===== src/rtl/syrk_pkg.sv =====
// syrk_pkg: shared types and constants for the symmetric rank-k update block
// field widths, item action codes, register indexes, controller states,
// command and status structs; no dependencies

package syrk_pkg;

  localparam int ROW_W   = 5;    // row and column index fields
  localparam int VAL_W   = 32;   // input element value
  localparam int A_W     = 16;   // stored A element
  localparam int RES_W   = 52;   // stored C entry and result value
  localparam int CFG_W   = 16;   // widest configuration register
  localparam int CFGI_W  = 2;    // configuration register index
  localparam int SIZE_W  = 6;    // n_used and k_used registers
  localparam int SPLIT_W = 26;   // C entry split for the beta products

  typedef enum logic [1:0] {
    ACT_WR_A    = 2'd0,
    ACT_WR_C    = 2'd1,
    ACT_COMPUTE = 2'd2,
    ACT_RD_C    = 2'd3
  } action_t;

  typedef enum logic [CFGI_W-1:0] {
    CFG_ALPHA  = 2'd0,
    CFG_BETA   = 2'd1,
    CFG_N_USED = 2'd2,
    CFG_K_USED = 2'd3
  } cfg_idx_t;

  typedef enum logic [3:0] {
    S_IDLE,
    S_RD_ADDR,
    S_RD_OUT,
    S_C_RD,
    S_MAC,
    S_DRAIN,
    S_C_MUL,
    S_C_SUM,
    S_C_WR
  } state_t;

  // commands from the controller to the datapath
  typedef struct packed {
    logic wr_a;       // store the item's value into A
    logic wr_c;       // store the item's value into C
    logic rd_cap;     // capture the read item's row and column
    logic c_rd_item;  // C read port addressed by the captured read item
    logic out_load;   // load the output register
    logic idx_clr;    // i and j back to zero
    logic j_next;     // next column of the lower triangle
    logic i_next;     // next row, column back to zero
    logic p_clr;      // inner index back to zero
    logic p_inc;      // issue one multiply-accumulate step
    logic acc_clr;    // clear the accumulator
    logic c_mul;      // beta partial products
    logic c_sum;      // combine the beta partial products
    logic c_wr;       // write the updated C entry
  } syrk_cmd_t;

  // status from the datapath to the controller
  typedef struct packed {
    logic n_zero;
    logic k_zero;
    logic p_last;
    logic j_last;
    logic i_last;
    logic mac_busy;
    logic out_free;
  } syrk_stat_t;

endpackage


===== src/rtl/syrk_ctrl.sv =====
// syrk_ctrl: sequencing state machine for loads, reads and the compute pass
// depends on syrk_pkg (state_t, action_t, syrk_cmd_t, syrk_stat_t)

module syrk_ctrl import syrk_pkg::*; (
  input  logic       clk,
  input  logic       rst_n,
  input  logic       in_valid,
  input  logic [1:0] in_action,
  output logic       in_ready,
  input  syrk_stat_t stat,
  output syrk_cmd_t  cmd
);

  state_t state_r, state_nxt;
  logic   accept;

  always_ff @(posedge clk) begin
    if (!rst_n) begin
      state_r <= S_IDLE;
    end else begin
      state_r <= state_nxt;
    end
  end

  assign accept = in_valid && in_ready;

  always_comb begin
    state_nxt = state_r;
    cmd       = '0;
    in_ready  = 1'b0;
    case (state_r)
      S_IDLE: begin
        in_ready = 1'b1;
        if (accept) begin
          case (in_action)
            ACT_WR_A: cmd.wr_a = 1'b1;
            ACT_WR_C: cmd.wr_c = 1'b1;
            ACT_COMPUTE: begin
              cmd.idx_clr = 1'b1;
              if (!stat.n_zero) begin
                state_nxt = S_C_RD;
              end
            end
            ACT_RD_C: begin
              cmd.rd_cap = 1'b1;
              state_nxt  = S_RD_ADDR;
            end
            default: ;
          endcase
        end
      end
      S_RD_ADDR: begin
        cmd.c_rd_item = 1'b1;
        state_nxt     = S_RD_OUT;
      end
      S_RD_OUT: begin
        cmd.c_rd_item = 1'b1;
        if (stat.out_free) begin
          cmd.out_load = 1'b1;
          state_nxt    = S_IDLE;
        end
      end
      S_C_RD: begin
        // C entry read issued here, held while the address stays
        cmd.acc_clr = 1'b1;
        cmd.p_clr   = 1'b1;
        state_nxt   = stat.k_zero ? S_C_MUL : S_MAC;
      end
      S_MAC: begin
        cmd.p_inc = 1'b1;
        if (stat.p_last) begin
          state_nxt = S_DRAIN;
        end
      end
      S_DRAIN: begin
        if (!stat.mac_busy) begin
          state_nxt = S_C_MUL;
        end
      end
      S_C_MUL: begin
        cmd.c_mul = 1'b1;
        state_nxt = S_C_SUM;
      end
      S_C_SUM: begin
        cmd.c_sum = 1'b1;
        state_nxt = S_C_WR;
      end
      S_C_WR: begin
        cmd.c_wr = 1'b1;
        if (stat.j_last) begin
          if (stat.i_last) begin
            state_nxt = S_IDLE;
          end else begin
            cmd.i_next = 1'b1;
            state_nxt  = S_C_RD;
          end
        end else begin
          cmd.j_next = 1'b1;
          state_nxt  = S_C_RD;
        end
      end
      default: state_nxt = S_IDLE;
    endcase
  end

endmodule


===== config.mk =====
export PLATFORM = sky130hd
export DESIGN_NAME = syrk_ctrl
export DESIGN_NICKNAME = d
export VERILOG_FILES = /design/src/rtl/syrk_pkg.sv /design/src/rtl/syrk_ctrl.sv
export SDC_FILE = /design/constraint.sdc
export NUM_CORES = 1
export LEC_CHECK = 0
export BUFFER_PORTS_ARGS = -buffer_cell sky130_fd_sc_hd__buf_2
export CAP_MARGIN = 5
export CORE_AREA = 3 3 40 42
export CTS_CLUSTER_DIAMETER = 200
export DETAILED_ROUTE_END_ITERATION = 10
export DIE_AREA = 0 0 43 45
export PLACE_DENSITY = 0.67
export SYNTH_ARGS = -nofsm -noshare
export SYNTH_HDL_FRONTEND = slang
export SYNTH_SLANG_ARGS = --single-unit

===== constraint.sdc =====
create_clock -name clk -period 3.8 [get_ports clk]
set_input_delay 0.57 -clock clk [delete_from_list [all_inputs] [get_ports clk]]
set_output_delay 0.57 -clock clk [all_outputs]
set_load 0.02 [all_outputs]

==> Word level (Yosys, flattened, before mapping) <==
Cells that the tools add are included.
{ "word_totals": {"reg_bits": 4, "latch_bits": 0, "mem_bits_rw": 0, "romBits": 0, "in_bits": 12, "out_inout_bits": 15, "word_cells": 54, "n_memories": 0} }
{ "classes": {"addsub": 0, "n_mul": 0, "div_mod_pow": 0, "magnitude_cmp": 0, "eq_ne": 17, "shift": 0, "mux": 31, "bitwise": 0, "n_reduce_logical": 5} }
{ "op_table": {"columns": ["operator", "count"], "rows": [
  ["$pmux 4 s9", 1],
  ["$mux 4", 6],
  ["$mux 1", 18],
  ["$eq 4x3->1 const B", 4],
  ["$eq 4x2->1 const B", 2],
  ["$ne 2x2->1 const B", 4],
  ["$pmux 4 s2", 1],
  ["$mux 2", 3],
  ["$mux 3", 2],
  ["$reduce_and 6->1", 1],
  ["$eq 2x2->1 const B", 2],
  ["$eq 4x1->1 const B", 1],
  ["$eq 4x4->1 const B", 1],
  ["$logic_not 4->1", 1],
  ["$ne 3x1->1 const B", 1],
  ["$ne 3x3->1 const B", 1],
  ["$eq 2x1->1 const B", 1],
  ["$logic_not 2->1", 1],
  ["$reduce_or 2->1", 1],
  ["$logic_and 1x1->1", 1]
]} }

==> Depth between registers and ports, before layout <==
Gate-level depths: netlist of the first run.
{ "depth": {"word_depth": 5, "mapped_depth": 5, "mapped_depth_nobuf": 4} }

==> Worst setup path after synthesis of the first run <==
OpenSTA, ideal clock, no wires.
{ "synth_path": {"path_type": "register -> output", "start": "register state_r[3]", "end": "output port cmd[12] in the netlist's numbering", "t_arrival_ps": 1655, "t_required_ps": 3230, "setup_slack_ps": 1575, "path_stages_with_launch": 5, "path_buffers": 1, "cell_sequence": "dfxtp_1 > buf_6 > nor4_4 > nand2_1 > nor3b_1"} }
{ "synth_lines": {"columns": ["element", "line", "text"], "rows": [
  ["start: declaration", "syrk_ctrl.sv:14", "state_t state_r, state_nxt;"],
  ["start signal: assignment", "syrk_ctrl.sv:21", "state_r <= state_nxt;"],
  ["end: declaration", "syrk_ctrl.sv:11", "output syrk_cmd_t cmd"]
]} }

==> metrics.yaml, run 1 <==
cts_setup_buffers: 0
ys_seq_elements: 4
clock-root-buffer: "clkbuf_4"
synth_warnings: 0
synth_fp_nets: 71
dp_cells: 95
clockBufferDepth: 2
drive_gt1_frac: 0.410
hold_buffers: 0
wl_per_cell_um: 11.1
dp_slack_ns: 1.81
overflow: 0
power_leakage_uw: 0.000278
max_freq_mhz: 444
cp.required_ns: 3.23
syn_to_final_growth_pct: 27.2
ant_nets: 0
largest_reg_flops: 4
busiest_layer: "met2"
row_count: 13
setup_violations: 0
cp-end-kind: "output port"
crit_fanout: 11
dieWidth_um: 43
n_antenna_cell: 0
core_um2: 1280
htreeDepth: 1
finalSetupTns_ns: 0
arrival_ns: 1.68
tightest_slew_ns: 0.485
worst_clock_skew_ns: 0.00146
syn_inst: 59
slew_viol_final: 0
multiInputGateArea_um2: 313
first_pass_iters: 4
max_cap_violations: 0
path_class: "reg2out"
setup_ws_ns: 1.55
clock_latency_ns: 0.23
maxSlewHeadroom: 0.677
instances_no_fill: 98
drt_iter0_markers: 8
grt_usage: 0.115
syn_area_um2: 450
grtUsageMet1: 0.131
via_per_inst: 5.05
cts_tree: "yes"
synth_top_area_share: 0.178
synthTopCellsByArea: "dfxtp_1 18%, buf_6 7.5%, nor2_1 6.7%, nor3b_1 6.7%, nand2_1 5.8%"
grt_pass1_wl_um: 1600
portBuffers: 26
cts_inserted_buffers: 3
post-dp-hpwl_um: 853
vias: 495
yosysTopAreaCell: "dfxtp_1"
numClockSinks: 4
period_needed_ns: 2.25
grt_max_degree: 15
avgSynthCellArea_um2: 7.63
fin_crit_sh: 0.593
top_regs: "state_r (4)"
nets: 97
met2_usage: 0.159
cts.repair.resized: 0
status: "complete, no violations"
drc: 0
ys_seq_area_frac: 0.178
ios: 27
start_util: 0.351
top_register: "state_r"
cts.reportedPaths.clkPinSlew_ns: 0.03
start_kind: "flip-flop"
wl_um: 1090
synth_cell_type_count: 30
hold_viol_final: 0
fillers: 131
die-area_um2: 1940
rsz0062_at_grt: "false"
gp_congestion: 0.827
ir_drop_mv: 0.378
regArea_um2: 80.1
antenna_found_initial: 0
use_met3: 0.0717
hp-class: "in2reg"
power_density_nw_per_um2: 511
fp.dieH_um: 45
grt_pass1_vias: 376
## Yosys cell counts (all sizes together)
cell	n
nor2	8
nand2	7
buf	5
dfxtp	4
nor3	4
nor3b	4
nand2b	3
o21ai	3
or2b	2
a2111o	1
a211o	1
a21oi	1
a221oi	1
a311oi	1
and2	1
and3	1
clkinv	1
inv	1
nand3	1
nand4b	1
nor2b	1
nor4	1
o21a	1
o22ai	1
o311ai	1
or4b	1
xnor2	1
xor2	1
## worst paths after layout
path,startpoint,to,slack (ns),cells after the start
max,state_r[3],cmd[6],1.55,3
max reg2reg,state_r[2],state_r[1],2.27,4
min,stat[1],state_r[0],0.58,3
min reg2reg,state_r[3],state_r[2],0.68,1
## per-stage QoR
step | util | total power, uW | hold WS (ns) | area (um2)
after floorplan | - | 210 | 0.542 | 450
after global placement | 0.428 | 240 | 0.668 | 551
after detailed placement | 0.428 | 242 | 0.664 | 551
after CTS | 0.446 | 297 | 0.570 | 573
after global routing | 0.446 | 319 | 0.577 | 573
final | 0.446 | 293 | 0.579 | 573
## routing by layer
metal  vias to the layer above  wire length (um)  share of wire
li1                        257                 -              -
met5                         -                 0              0
met1                       209               460           0.42
met4                         0                17          0.016
met3                         2               152           0.14
met2                        27               456           0.42
## power breakdown
part           switching (uW)  total, uW  internal [uW]
Clock                    16.7       52.0           35.3
Sequential               28.9       79.6           50.7
Combinational            89.2        161           71.8
Total                     135        293            158
## final cells by class
class	count	share of cell area
clock buffers	3	0.0393
inverters	2	0.0153
multi-input cells	48	0.546
flip-flops and latches	4	0.140
well taps	15	0.0328
repair buffers	26	0.227
## critical path: stages, from the launching register on
cell and delay [ns]:
dfxtp_1 0.53, or4b_4 0.53, nor3b_1 0.19, buf_2 0.19
## placed cells by master (no fill, tap or decap)
cell / Yosys / routed
buf_2: 0 / 26
nor2_1: 8 / 8
nand2_1: 7 / 7
nor3_1: 4 / 4
nor3b_1: 4 / 4
dfxtp_1: 4 / 4
nand2b_1: 3 / 3
o21ai_1: 3 / 3
clkbuf_4: 0 / 3
or2b_2: 1 / 1
nor4_4: 1 / 1
or2b_1: 1 / 1
or4b_4: 1 / 1
clkinv_2: 1 / 1
inv_1: 1 / 1
and3_1: 1 / 1
xnor2_1: 1 / 1
xor2_1: 1 / 1
o22ai_1: 1 / 1
o311ai_1: 1 / 1
nor2b_1: 1 / 1
o21a_1: 1 / 1
a2111o_1: 1 / 1
a21oi_1: 1 / 1
a311oi_1: 1 / 1
a221oi_2: 1 / 1
nand4b_1: 1 / 1
a211o_1: 1 / 1
nand3_1: 1 / 1
and2_1: 1 / 1
## logic make-up after synthesis
family / Yosys count / share of synthesized area
AND/OR/NAND/NOR: 35 / 0.464
AO/OA/AOI/OAI: 11 / 0.192
buffers and inverters: 7 / 0.128
flip-flops: 4 / 0.178
XOR/XNOR: 2 / 0.0389
(Power assumes the default switching activity.)
==> inputs of run 2 (changes only) <==
Clock period 3.8 ns to 2.1 ns, I/O delays scaled along.
==> run 2 against run 1 <==
- critical path depth did not move
- sequential power rose by 61%
- cell area rose by 4.1%
- clock power rose by 83%
- worst hold slack got worse by 0.24 ns
- setup slack got worse by 1.4 ns
- utilization rose by 1.9 points
- non-clock buffer count rose by 3
- total power rose by 96%
- clock-buffer cell count did not move
- critical endpoint unchanged
- die area did not move
- routed wire length rose by 1.4%
==> metrics.yaml, run 2 (same netlist as run 1, synthesis figures left out) <==
first_pass_iters: 4
cts.reportedPaths.clkPinSlew_ns: 0.04
clock-root-buffer: "clkbuf_4"
start_util: 0.351
multiInputGateArea_um2: 313
die-area_um2: 1940
grt_max_degree: 14
p_total_uw: 575
overflow: 0
period_needed_ns: 1.94
syn_to_final_growth_pct: 32.5
clock_latency_ns: 0.23
numClockSinks: 4
grt_pass1_wl_um: 1910
via_per_inst: 5.02
clockBufferDepth: 2
vias: 507
crit_fanout: 10
row_count: 13
drt_iter0_markers: 11
top_regs: "state_r (4)"
power_leakage_uw: 0.000293
fp.dieH_um: 45
n_antenna_cell: 0
dp_cells: 96
wl_per_cell_um: 10.9
worst_clock_skew_ns: 0.00448
top_register: "state_r"
finalSetupTns_ns: 0
hold_buffers: 0
nets: 100
start_kind: "flip-flop"
drive_gt1_frac: 0.442
final_cell_mix: "26 x buf_2, 8 x nor2_1, 7 x nand2_1, 4 x nor3_1, 4 x nor3b_1"
maxSlewHeadroom: 0.695
instances_no_fill: 101
dieWidth_um: 43
power_density_nw_per_um2: 963
postPlaceCellArea_um2: 558
hp-class: "in2reg"
drc: 0
max_cap_violations: 0
cp.required_ns: 1.78
path_class: "reg2out"
ir_drop_mv: 0.623
rsz0062_at_grt: "false"
grt_usage: 0.130
stdcell_area_um2: 597
largest_reg_flops: 4
cp-end-kind: "output port"
gp_congestion: 0.833
antenna_found_initial: 0
grt_pass1_vias: 426
fillers: 135
post-dp-hpwl_um: 841
ios: 27
wl_um: 1100
arrival_ns: 1.62
setup_violations: 0
core_um2: 1280
fin_crit_sh: 0.922
slew_viol_final: 0
ant_nets: 0
max_freq_mhz: 517
htreeDepth: 1
tightest_slew_ns: 0.457
cts_inserted_buffers: 3
hold_viol_final: 0
status: "complete, no violations"
regArea_um2: 81.3
cts_tree: "yes"
portBuffers: 26
mostFrequentLayoutCell: "buf_2"
-- run 2: cell count changes in the layout (fill, tap and decap cells not counted), sizes merged --
cell,before,now
buf,26,29
-- run 2: worst paths after layout --
kind	startpoint	to	slack (ns)	cells past startpoint
max	state_r[1]	cmd[6]	0.16	3
min	stat[1]	state_r[0]	0.34	3
max reg2reg	state_r[2]	state_r[0]	0.59	4
min reg2reg	state_r[3]	state_r[2]	0.57	1
-- run 2: report_power, final --
group / switching (uW) / total (uW) / internal, uW
clock network: 31.3 / 95.2 / 63.9
registers: 35.9 / 128 / 91.8
logic: 185 / 352 / 167
total: 252 / 575 / 323
-- run 2: timing repair --
action	4_1_cts	5_1_grt
buffers inserted	0	2
hold endpoints to repair	0	0
resized for setup	0	1
setup endpoints to repair	0	3
-- run 2: metal layers --
layer / vias to the layer above / part of all wire / global-route usage
met1: 212 / 0.44 / 0.182
met2: 31 / 0.43 / 0.171
li1: 264 / - / -
met3: 0 / 0.13 / 0.0677
met5: - / 0 / 0
met4: 0 / 0 / 0.0361
-- run 2: layout make-up --
class | instances | share of cell area
multi-input cells | 48 | 0.524
inverters | 2 | 0.0147
well taps | 15 | 0.0314
clock buffers | 3 | 0.0377
flip-flops and latches | 4 | 0.136
repair buffers | 29 | 0.256
-- run 2: worst max-delay path, cell delays in order (launching register included) --
cell	delay, ns
dfxtp_1	0.42
or4b_4	0.58
nor3b_1	0.20
buf_2	0.19
-- run 2: through the flow --
stage	utilization	hold slack [ns]	worst slack, ns
floorplan	-	0.437	0.130
global placement	0.434	0.570	0.359
detailed placement	0.434	0.573	0.333
CTS	0.452	0.328	0.0717
global route	0.464	0.355	0.0343
finish	0.464	0.338	0.164
